## src/sv/kcl_pkg.sv

```systemverilog
// ----------------------------------------------------------------------------
// kcl_pkg
// Shared types and codes for the keypad code lock: screen codes, event
// codes, timer request codes and the result word carried to the output.
// ----------------------------------------------------------------------------
package kcl_pkg;

  // default code length and configuration defaults
  localparam int CODE_DIGITS_DEF = 6;
  localparam int PACKED_DIGITS   = 6;
  localparam int CFG_IDX_W       = 1;
  localparam int CFG_DATA_W      = 24;
  localparam logic [23:0] BASE_CODE_DEF    = 24'h123456;
  localparam logic [3:0]  MAX_FAILURES_DEF = 4'd3;

  // configuration register indexes
  localparam logic [CFG_IDX_W-1:0] REG_BASE_CODE    = 1'd0;
  localparam logic [CFG_IDX_W-1:0] REG_MAX_FAILURES = 1'd1;

  // event kinds
  localparam logic [1:0] CMD_KEY   = 2'd0;
  localparam logic [1:0] CMD_TIMER = 2'd1;
  localparam logic [1:0] CMD_RESET = 2'd2;

  // keys with a meaning of their own
  localparam logic [3:0] KEY_UNLOCK = 4'd1;
  localparam logic [3:0] KEY_CHANGE = 4'd2;
  localparam logic [3:0] KEY_WARN   = 4'd3;
  localparam logic [3:0] KEY_MAX    = 4'd9;

  // screen codes
  localparam logic [3:0] SCR_MENU    = 4'd0;
  localparam logic [3:0] SCR_UNLOCK  = 4'd1;
  localparam logic [3:0] SCR_VERIFY  = 4'd2;
  localparam logic [3:0] SCR_NEWCODE = 4'd3;
  localparam logic [3:0] SCR_ACCEPT  = 4'd4;
  localparam logic [3:0] SCR_REJECT  = 4'd5;
  localparam logic [3:0] SCR_MOVING  = 4'd6;
  localparam logic [3:0] SCR_WARN    = 4'd7;
  localparam logic [3:0] SCR_RETRY   = 4'd8;

  // timer requests
  localparam logic [2:0] TMR_NONE = 3'd0;
  localparam logic [2:0] TMR_200  = 3'd1;
  localparam logic [2:0] TMR_500  = 3'd2;
  localparam logic [2:0] TMR_1000 = 3'd3;
  localparam logic [2:0] TMR_2000 = 3'd4;

  // one result word
  typedef struct packed {
    logic [3:0] screen;
    logic [2:0] timer_request;
    logic [2:0] digits_entered;
    logic [3:0] visible_digit;
    logic       digit_visible;
    logic [3:0] failures;
  } result_t;

  // screens that take digits
  function automatic logic is_entry(input logic [3:0] scr);
    return (scr == SCR_UNLOCK) || (scr == SCR_VERIFY) || (scr == SCR_NEWCODE);
  endfunction

endpackage

```

## src/sv/keypad_code_lock_fsm_unit.sv

```systemverilog
// ----------------------------------------------------------------------------
// keypad_code_lock_fsm_unit
// Keypad code lock controller: one result word for each accepted event.
// ----------------------------------------------------------------------------
// A result is valid on out_valid in the cycle after its event is taken
// while the output is free; under a stalled output it waits in the skid word.
// Throughput: one event per cycle while in_stall is low; the whole update is a single pass through
// the state machine and the parallel code compare ahead of the output register.
// in_stall rises only while the skid word holds a result behind a stalled one.
// Reset (rst, synchronous): menu screen, empty entry, zero failures, stored code
// and registers back to their defaults, output side empty.
module keypad_code_lock_fsm_unit #(
  parameter int CODE_DIGITS = kcl_pkg::CODE_DIGITS_DEF
) (
  input  logic                           clk,
  input  logic                           rst,
  input  logic                           cfg_we,
  input  logic [kcl_pkg::CFG_IDX_W-1:0]  cfg_index,
  input  logic [kcl_pkg::CFG_DATA_W-1:0] cfg_data,
  input  logic                           in_valid,
  output logic                           in_stall,
  input  logic [1:0]                     command,
  input  logic [3:0]                     key,
  output logic                           out_valid,
  input  logic                           out_stall,
  output logic [3:0]                     screen,
  output logic [2:0]                     timer_request,
  output logic [2:0]                     digits_entered,
  output logic [3:0]                     visible_digit,
  output logic                           digit_visible,
  output logic [3:0]                     failures
);

  kcl_pkg::result_t next_word;
  kcl_pkg::result_t out_word;
  logic             accept;

  assign accept = in_valid && !in_stall;

  // state machine
  kcl_ctrl #(
    .CODE_DIGITS(CODE_DIGITS)
  ) u_ctrl (
    .clk      (clk),
    .rst      (rst),
    .cfg_we   (cfg_we),
    .cfg_index(cfg_index),
    .cfg_data (cfg_data),
    .accept   (accept),
    .command  (command),
    .key      (key),
    .result   (next_word)
  );

  // result register and skid word
  kcl_out_buf u_out (
    .clk      (clk),
    .rst      (rst),
    .in_valid (in_valid),
    .in_data  (next_word),
    .in_stall (in_stall),
    .out_valid(out_valid),
    .out_stall(out_stall),
    .out_data (out_word)
  );

  assign screen         = out_word.screen;
  assign timer_request  = out_word.timer_request;
  assign digits_entered = out_word.digits_entered;
  assign visible_digit  = out_word.visible_digit;
  assign digit_visible  = out_word.digit_visible;
  assign failures       = out_word.failures;

endmodule

```

## src/sv/kcl_ctrl.sv

```systemverilog
// ----------------------------------------------------------------------------
// kcl_ctrl
// Lock state machine: screen state, entry digits, stored code, failure
// count and configuration registers. Computes one result word per event.
// ----------------------------------------------------------------------------
module kcl_ctrl #(
  parameter int CODE_DIGITS = kcl_pkg::CODE_DIGITS_DEF
) (
  input  logic                           clk,
  input  logic                           rst,
  input  logic                           cfg_we,
  input  logic [kcl_pkg::CFG_IDX_W-1:0]  cfg_index,
  input  logic [kcl_pkg::CFG_DATA_W-1:0] cfg_data,
  input  logic                           accept,
  input  logic [1:0]                     command,
  input  logic [3:0]                     key,
  output kcl_pkg::result_t               result
);

  localparam int CNT_W = $clog2(CODE_DIGITS + 1);
  localparam int IDX_W = (CODE_DIGITS > 1) ? $clog2(CODE_DIGITS) : 1;
  localparam logic [CNT_W-1:0] FULL_CNT = CNT_W'(CODE_DIGITS);

  // digit d of a packed code, leading digits beyond the packed ones are zero
  function automatic logic [3:0] code_digit(input logic [23:0] code, input int d);
    int nib;
    logic [3:0] r;
    nib = CODE_DIGITS - 1 - d;
    r   = '0;
    if (nib < kcl_pkg::PACKED_DIGITS) r = code[4*nib +: 4];
    return r;
  endfunction

  logic [23:0]      base_code;
  logic [3:0]       max_failures;
  logic [3:0]       scr, scr_next;
  logic [CNT_W-1:0] entry_count, count_next;
  logic [3:0]       failure_count, fail_next;
  logic             key_ready, ready_next;
  logic [3:0]       last_digit, last_next;
  logic [3:0]       entered_digits [CODE_DIGITS];
  logic [3:0]       stored_code [CODE_DIGITS];

  logic [3:0]       entry_view [CODE_DIGITS];
  logic [3:0]       load_view [CODE_DIGITS];
  logic [CODE_DIGITS-1:0] match_vec;
  logic             code_match;
  logic [CNT_W-1:0] count_inc;
  logic [3:0]       fail_inc;
  logic [2:0]       req;
  logic             digit_we, store_we, load_we, vis;

  // full entry view with the digit being typed in the last place, and compare
  always_comb begin
    for (int i = 0; i < CODE_DIGITS; i++) begin
      entry_view[i] = (i == CODE_DIGITS - 1) ? key : entered_digits[i];
      match_vec[i]  = (entry_view[i] == stored_code[i]);
      load_view[i]  = code_digit(base_code, i);
    end
    code_match = &match_vec;
  end

  assign count_inc = entry_count + CNT_W'(1);
  assign fail_inc  = failure_count + 4'd1;

  // next state for one event
  always_comb begin
    scr_next   = scr;
    count_next = entry_count;
    fail_next  = failure_count;
    ready_next = key_ready;
    last_next  = last_digit;
    req        = kcl_pkg::TMR_NONE;
    digit_we   = 1'b0;
    store_we   = 1'b0;
    load_we    = 1'b0;
    unique case (command)
      kcl_pkg::CMD_KEY: begin
        if (scr == kcl_pkg::SCR_MENU) begin
          if (key == kcl_pkg::KEY_UNLOCK) begin
            scr_next   = kcl_pkg::SCR_UNLOCK;
            count_next = '0;
            ready_next = 1'b1;
          end else if (key == kcl_pkg::KEY_CHANGE) begin
            scr_next   = kcl_pkg::SCR_VERIFY;
            count_next = '0;
            ready_next = 1'b1;
          end else if (key >= kcl_pkg::KEY_WARN && key <= kcl_pkg::KEY_MAX) begin
            scr_next = kcl_pkg::SCR_WARN;
            req      = kcl_pkg::TMR_500;
          end
        end else if (kcl_pkg::is_entry(scr)) begin
          if (key != 4'd0 && key <= kcl_pkg::KEY_MAX && key_ready &&
              entry_count < FULL_CNT) begin
            digit_we   = 1'b1;
            last_next  = key;
            count_next = count_inc;
            ready_next = 1'b0;
            req        = kcl_pkg::TMR_200;
            // full entry is judged in the same event
            if (count_inc == FULL_CNT) begin
              count_next = '0;
              ready_next = 1'b1;
              req        = kcl_pkg::TMR_1000;
              if (scr == kcl_pkg::SCR_UNLOCK) begin
                scr_next = code_match ? kcl_pkg::SCR_ACCEPT : kcl_pkg::SCR_REJECT;
              end else if (scr == kcl_pkg::SCR_VERIFY) begin
                if (code_match) begin
                  scr_next  = kcl_pkg::SCR_MOVING;
                  fail_next = '0;
                  req       = kcl_pkg::TMR_2000;
                end else if (fail_inc >= max_failures) begin
                  scr_next  = kcl_pkg::SCR_REJECT;
                  fail_next = '0;
                  req       = kcl_pkg::TMR_2000;
                end else begin
                  scr_next  = kcl_pkg::SCR_RETRY;
                  fail_next = fail_inc;
                end
              end else begin
                store_we = 1'b1;
                scr_next = kcl_pkg::SCR_ACCEPT;
              end
            end
          end
        end
      end
      kcl_pkg::CMD_TIMER: begin
        if (scr == kcl_pkg::SCR_ACCEPT || scr == kcl_pkg::SCR_REJECT ||
            scr == kcl_pkg::SCR_WARN) begin
          scr_next = kcl_pkg::SCR_MENU;
        end else if (scr == kcl_pkg::SCR_MOVING) begin
          scr_next   = kcl_pkg::SCR_NEWCODE;
          count_next = '0;
          ready_next = 1'b1;
        end else if (scr == kcl_pkg::SCR_RETRY) begin
          scr_next   = kcl_pkg::SCR_VERIFY;
          count_next = '0;
          ready_next = 1'b1;
        end else if (kcl_pkg::is_entry(scr)) begin
          ready_next = 1'b1;
        end
      end
      kcl_pkg::CMD_RESET: begin
        scr_next   = kcl_pkg::SCR_MENU;
        fail_next  = '0;
        count_next = '0;
        ready_next = 1'b1;
        load_we    = 1'b1;
      end
      default: ;
    endcase
  end

  // result word from the updated state
  assign vis = kcl_pkg::is_entry(scr_next) && !ready_next && (count_next != '0);

  always_comb begin
    result.screen         = scr_next;
    result.timer_request  = req;
    result.digits_entered = 3'(count_next);
    result.visible_digit  = vis ? last_next : 4'd0;
    result.digit_visible  = vis;
    result.failures       = fail_next;
  end

  // control state, stored code and configuration
  always_ff @(posedge clk) begin
    if (rst) begin
      base_code     <= kcl_pkg::BASE_CODE_DEF;
      max_failures  <= kcl_pkg::MAX_FAILURES_DEF;
      scr           <= kcl_pkg::SCR_MENU;
      entry_count   <= '0;
      failure_count <= '0;
      key_ready     <= 1'b1;
      for (int i = 0; i < CODE_DIGITS; i++) begin
        stored_code[i] <= code_digit(kcl_pkg::BASE_CODE_DEF, i);
      end
    end else begin
      if (cfg_we) begin
        unique case (cfg_index)
          kcl_pkg::REG_BASE_CODE:    base_code    <= cfg_data;
          kcl_pkg::REG_MAX_FAILURES: max_failures <= cfg_data[3:0];
          default: ;
        endcase
      end
      if (accept) begin
        scr           <= scr_next;
        entry_count   <= count_next;
        failure_count <= fail_next;
        key_ready     <= ready_next;
        for (int i = 0; i < CODE_DIGITS; i++) begin
          if (store_we) begin
            stored_code[i] <= entry_view[i];
          end else if (load_we) begin
            stored_code[i] <= load_view[i];
          end
        end
      end
    end
  end

  // typed digits, no reset
  always_ff @(posedge clk) begin
    if (accept) begin
      last_digit <= last_next;
      if (digit_we) entered_digits[entry_count[IDX_W-1:0]] <= key;
    end
  end

endmodule

```

## src/sv/kcl_out_buf.sv

```systemverilog
// ----------------------------------------------------------------------------
// kcl_out_buf
// Output register with one skid word, so the controller can take one more event
// while a result waits on a stalled receiver.
// ----------------------------------------------------------------------------
module kcl_out_buf (
  input  logic             clk,
  input  logic             rst,
  input  logic             in_valid,
  input  kcl_pkg::result_t in_data,
  output logic             in_stall,
  output logic             out_valid,
  input  logic             out_stall,
  output kcl_pkg::result_t out_data
);

  logic             skid_valid;
  kcl_pkg::result_t skid_data;
  logic             push, advance;

  assign in_stall = skid_valid;
  assign push     = in_valid && !skid_valid;
  assign advance  = !out_valid || !out_stall;

  // valid flags
  always_ff @(posedge clk) begin
    if (rst) begin
      out_valid  <= 1'b0;
      skid_valid <= 1'b0;
    end else if (advance) begin
      if (skid_valid) begin
        out_valid  <= 1'b1;
        skid_valid <= 1'b0;
      end else begin
        out_valid <= push;
      end
    end else if (push) begin
      skid_valid <= 1'b1;
    end
  end

  // words
  always_ff @(posedge clk) begin
    if (advance) begin
      out_data <= skid_valid ? skid_data : in_data;
    end else if (push) begin
      skid_data <= in_data;
    end
  end

endmodule

```

## config.mk

```make
export PLATFORM = sky130hd
export DESIGN_NAME = keypad_code_lock_fsm_unit
export DESIGN_NICKNAME = d
export VERILOG_FILES = /design/src/sv/kcl_pkg.sv /design/src/sv/keypad_code_lock_fsm_unit.sv /design/src/sv/kcl_ctrl.sv /design/src/sv/kcl_out_buf.sv
export SDC_FILE = /design/constraint.sdc
export NUM_CORES = 1
export LEC_CHECK = 0
export ABC_AREA = 1
export ABC_CLOCK_PERIOD_IN_PS = 3000
export BUFFER_PORTS_ARGS = -buffer_cell sky130_fd_sc_hd__buf_4
export CAP_MARGIN = 20
export CORE_UTILIZATION = 60
export DETAILED_ROUTE_END_ITERATION = 7
export GPL_ROUTABILITY_DRIVEN = 0
export HOLD_SLACK_MARGIN = 0.15
export PLACE_DENSITY_LB_ADDON = 0.25
export SLEW_MARGIN = 20
export SYNTH_ARGS = -nofsm -noshare
export SYNTH_HDL_FRONTEND = slang
export SYNTH_SLANG_ARGS = --single-unit
```

## constraint.sdc

```tcl
create_clock -name clk -period 3 [get_ports clk]
set_input_delay 0.3 -clock clk [delete_from_list [all_inputs] [get_ports clk]]
set_output_delay 0.3 -clock clk [all_outputs]
set_load 0.02 [all_outputs]
```

# Word-level counts from Yosys, hierarchy flattened
# Memory sizes are Yosys's and may differ from the RTL's.
# Index checks and enable logic that the tools add are counted.
[word_totals] out_inout_bits=21 memories=2 ram_bits=48 reg_bits=84
[classes] n_eq_ne=22 n_lt_le_gt_ge=4 muxes=109 n_reduce_logical=27 n_bitwise=14 addsub=2
[mem_list] memory="u_ctrl.entered_digits" words=6 word_bits=4 rd=5 rd_clocked_by_memory_dff=0 wr=1 line="kcl_ctrl.sv:41" text="logic [3:0] entered_digits [CODE_DIGITS];"
[mem_list] memory="u_ctrl.stored_code" words=6 word_bits=4 rd=6 rd_clocked_by_memory_dff=0 wr=6 line="kcl_ctrl.sv:42" text="logic [3:0] stored_code [CODE_DIGITS];"
[ops] operator="4-bit two-way mux" n=45
[ops] operator="3-bit two-way mux" n=20
[ops] operator="1-bit two-way mux" n=38
[ops] operator="4-bit == test" n=6
[ops] operator="4-bit by 2-bit == test with 1-bit output, second input constant" n=5
[ops] operator="19-bit two-way mux" n=1
[ops] operator="4-bit by 3-bit == test with 1-bit output, second input constant" n=4
[ops] operator="4-bit by 1-bit == test with 1-bit output, second input constant" n=3
[ops] operator="1-bit bitwise OR" n=12
[ops] operator="4-bit case mux with 3 select lines" n=1
[ops] operator="3-bit case mux with 3 select lines" n=1
[ops] operator="4-bit case mux with 2 select lines" n=1
[ops] operator="1-bit logical AND" n=7
[ops] operator="1-bit logical OR" n=7
[ops] operator="2-bit AND reduction" n=3
[ops] operator="6-bit AND reduction" n=1
[ops] operator="4-bit by 1-bit adder with 4-bit output, second input constant" n=1
[ops] operator="4-bit == test, second input constant" n=1
[ops] operator="4-bit by 2-bit greater-or-equal comparator with 1-bit output, second input constant" n=1
[ops] operator="4-bit greater-or-equal comparator" n=1
[ops] operator="4-bit less-or-equal comparator, second input constant" n=1
[ops] operator="1-bit zero test" n=4
[ops] operator="4-bit zero test" n=1
[ops] operator="4-bit nonzero test" n=1
[ops] operator="other kinds (11)" n=12

# Logic depth before layout (Yosys ltp)
[depth] depth_word=18 depth_mapped=18 mapped_depth_nobuf=18

# Modules after synthesis
# A second synthesis with hierarchy kept.
[hier_totals] cells_unflattened=753 area_unflattened_um2=6446.2
[modules_own_cells] module="kcl_ctrl" area_per_inst_um2=4907.2 cells_per_inst=641 instances=1 seq_area_each_um2=2242.2
[modules_own_cells] module="kcl_out_buf" area_per_inst_um2=1529.0 cells_per_inst=110 instances=1 seq_area_each_um2=1181.1
[modules_own_cells] module="keypad_code_lock_fsm_unit" area_per_inst_um2=10.0 cells_per_inst=2 instances=1 seq_area_each_um2=0.0

# Worst setup path before layout
# Ideal clock, no wire load.
[synth_path] path_type="reg-to-reg" start="register u_ctrl.entry_count[1]" end="memory u_ctrl.stored_code[0][0], enable pin" n_path_buf=1 synth_period_minus_slack_ns=2.391 arrival_ns=2.014 path_stages_with_launch=12 setup_slack_ns=0.609 required_time_ns=2.623 path_cell_list="dfxtp_1 -> buf_6 -> inv_1 -> ha_1 -> nand3_2 -> nor2_4 -> nand2_1 -> nor2_2 -> nand4_2 -> nand2_2 -> inv_2 -> nand2_1"
[synth_rtl] element="from (decl)" line="kcl_ctrl.sv:37" text="logic [CNT_W-1:0] entry_count, count_next;"
[synth_rtl] element="from (signal assigned)" line="kcl_ctrl.sv:189" text="entry_count <= count_next;"
[synth_rtl] element="to (decl)" line="kcl_ctrl.sv:42"

==> results.md <==
- Met2 wire len: 7490 um
- Crit end category: flop
- Crit path kind: reg -> reg
- Number of cell rows: 36
- Design Area, Final: 7780 um2
- Max incr delay on CP: 0.52 ns
- Yosys top cell by area: edfxtp_1
- Total CTS buffers: 17
- Via density: 5.53
- Clock sink count: 128
- Hold path cells: 3
- Synth Flop Type: edfxtp_1
- Critical path arrival: 2.87 ns
- Yosys warnings: 0
- GR Overflow Total: 0
- Power, Total: 4.47 mW
- Dpl cells: 908
- Antenna Nets Post-Route: 0
- WL/cell: 15.5 um
- Placed Area: 6880 um2
- Run status: finished, final reports clean
- Worst-Skew Late Latency: 0.52 ns
- Initial Util: 63.1%
- R2R Path Start: u_ctrl.entry_count[1]
- First-pass GRT wire length: 24,800 um
- Post-synthesis register bit count: 128
- Post-Syn Instances: 727
- Setup tns final: 0 ns
- M1 WL: 6220 um
- H-tree depth: 4
- P&R area growth vs syn: 23.9%
- Synth cell types: 42
- Pwr Density: 574 nW/um2
- Initial antenna violation count: 0
- Hold WC Path Type: in -> reg
- Worst r2r path cells: 11
- Critical path's slowest cell: dfxtp_1
- Reg2Reg Capture Point: u_ctrl.stored_code[0][18]
- Hold path startpoint: cfg_we
- Shortest period the worst path allows: 2.65 ns
- Pre-antenna DRT Iters: 5
- Sequential area share after synthesis: 54.5%
- CP Max Fanout: 12
- Met3 WL: 1090 um
- Final Instance Count excl. Fillers: 972
- Post_cts resized: 0
- Top routing layer in use: met4
- R2r setup slk: 0.35 ns
- Critical Path RT: 3.22 ns
- Register area: 3420 um2
- Synth Cell Area: 6280 um2
- Gr usage total: 29.5%
- Bufs on Longest Clock Path: 2
- Most frequent cells after synthesis: nand2_1, edfxtp_1, inv_1
- Footprint of the multi-input gates: 2400 um2
- Vias in the first global route: 5,158
- Final net count: 869
- Root buf cell: clkbuf_8
- Largest cells by area after synthesis: edfxtp_1, dfxtp_1, nand2_1
- Final Max Slew Viols: 0
- RSZ-0062 raised after global routing: false
- Post-CTS Setup Bufs: 0
- Die area: 10,900 um2
- Relative slew slack: 47.0%
- FILL cells: 661
- Share of the synthesized area in the top cell type: 41.1%
- WHS Endpoint: u_ctrl.max_failures[2]
- Hold Violations, Final: 0
- DP HPWL: 9880 um
- Crit share post-route: 88.3%
- Max-Cap Viols: 0
- Routed wire length: 15,100 um
- Leakage: 3.57 nW
- Largest net degree at the start of global routing: 34
- Diodes inserted: 0
- Die H: 104 um
- Syn_nets: 770
- DRC: 0
- Starting DRC count in detailed routing: 400
- Fin Clk Skew: 0.00680 ns
- Peak supply drop: 580 uV
- Setup violations, final: 0
- DR vias: 5,377
- Worst-path cell chain: ha_1, or2_2, nand3_2, nor2_4, nand2_1, nor2_2, nand4_2, nand2_2, inv_2, nand2_1, buf_4
- Worst setup SP type: flop
- Die width: 104 um
- Post-synth EDFFs: 86
- Hold_buf cts: 32
- Syn Area/Cell: 8.64 um2
- PortBufs: 56
- Cell with the most instances after synthesis: nand2_1
- Worst-path clk slew: 0.06 ns
- Worst Max-Slew Pin Slew: 0.790 ns
- Upper clock frequency limit: 377 MHz
- I/O Pins: 57
- Share of cells above drive strength 1: 19.5%
- Core area: 9950 um2
- CP most frequent cell: nand2_1
- CTS tree: built
- FFs w/ async S/R, synth: 0%
state kept, by name, summed over array words and instances, names as in the netlist:
register and count:
u_ctrl.base_code 24, u_ctrl.entered_digits 20, u_ctrl.entry_count 3, u_ctrl.failure_count 4, u_ctrl.key_ready 1, u_ctrl.last_digit 4
u_ctrl.max_failures 4, u_ctrl.scr 4, u_ctrl.stored_code 24, u_out.in_stall 1, u_out.out_data 19, u_out.out_valid 1
u_out.skid_data 19
routing by layer:
metal / vias up / global-route usage [%]
met1: 2503 / 37.5
met4: 0 / 11.4
met5: - / 0
li1: 2570 / -
met2: 268 / 49.3
met3: 36 / 6.27
cell usage in the layout, fill, tap and decap left out, types with 7 or more instances in the layout:
cell	n
a21oi_1	26
buf_4	69
clkbuf_16	19
dfxtp_1	42
dlygate4sd3_1	32
edfxtp_1	86
ha_1	7
inv_1	85
inv_2	12
nand2_1	200
nand2_2	13
nand3_1	33
nor2_1	72
nor2_2	9
nor3_1	10
o211ai_1	10
o21ai_0	48
metrics by stage:
stage	hold WS (ns)	setup WS (ns)	utilization (%)
6_report	0.185	0.351	78.2
5_1_grt	0.194	0.188	78.2
4_1_cts	0.154	0.419	78.2
3_5_place_dp	0.450	0.427	69.1
3_3_place_gp	0.440	0.571	69.1
2_1_floorplan	0.399	0.609	-
worst max-delay path by stage:
| stage | from | to | slack (ns) | cells past startpoint |
|---|---|---|---|---|
| 2_1_floorplan | u_ctrl.entry_count[1] | u_ctrl.stored_code[0][0] | 0.61 | 11 |
| 3_3_place_gp | u_ctrl.failure_count[2] | u_out.out_data[4] | 0.57 | 17 |
| 3_5_place_dp | u_ctrl.failure_count[0] | u_out.out_data[7] | 0.43 | 16 |
| 4_1_cts | u_ctrl.failure_count[2] | u_out.out_data[4] | 0.42 | 16 |
| 5_1_grt | u_ctrl.entry_count[1] | u_ctrl.stored_code[0][11] | 0.19 | 11 |
| 6_report | u_ctrl.entry_count[1] | u_ctrl.stored_code[0][18] | 0.35 | 11 |
power breakdown:
group	leakage (nW)	switching, mW	internal (mW)	total (mW)
clock network	0.292	0.738	1.22	1.96
registers	1.18	0.0437	1.97	2.01
logic	2.10	0.308	0.185	0.493
total	3.57	1.09	3.38	4.47
cell type report:
type | count | area share (%)
Sequential cell | 128 | 44.0
Multi-Input combinational cell | 480 | 30.9
Timing Repair Buffer | 101 | 10.8
Clock buffer | 24 | 6.87
Inverter | 98 | 4.73
Tap cell | 133 | 2.14
Clock inverter | 8 | 0.595
cell families (layout without fill, tap and decap cells):
| logic type | after synthesis | after routing | synth area share [%] |
|---|---|---|---|
| xor+xnor | 4 | 4 | 0.558 |
| simple gates | 365 | 365 | 26.4 |
| compound gates | 103 | 103 | 9.68 |
| buf+inv | 119 | 231 | 7.31 |
| fa+ha+maj | 7 | 7 | 1.39 |
| flops | 128 | 128 | 54.5 |
| mux | 1 | 1 | 0.179 |
worst max-delay path: cells and delay by family, from the launching register on:
family | cells | cell delay, ns
buffers and inverters | 2 | 0.32
adder cells (fa/ha/maj) | 1 | 0.25
flip-flops | 1 | 0.52
AND/OR/NAND/NOR | 8 | 1.23
No activity file was read; power rests on OpenSTA's default activity.
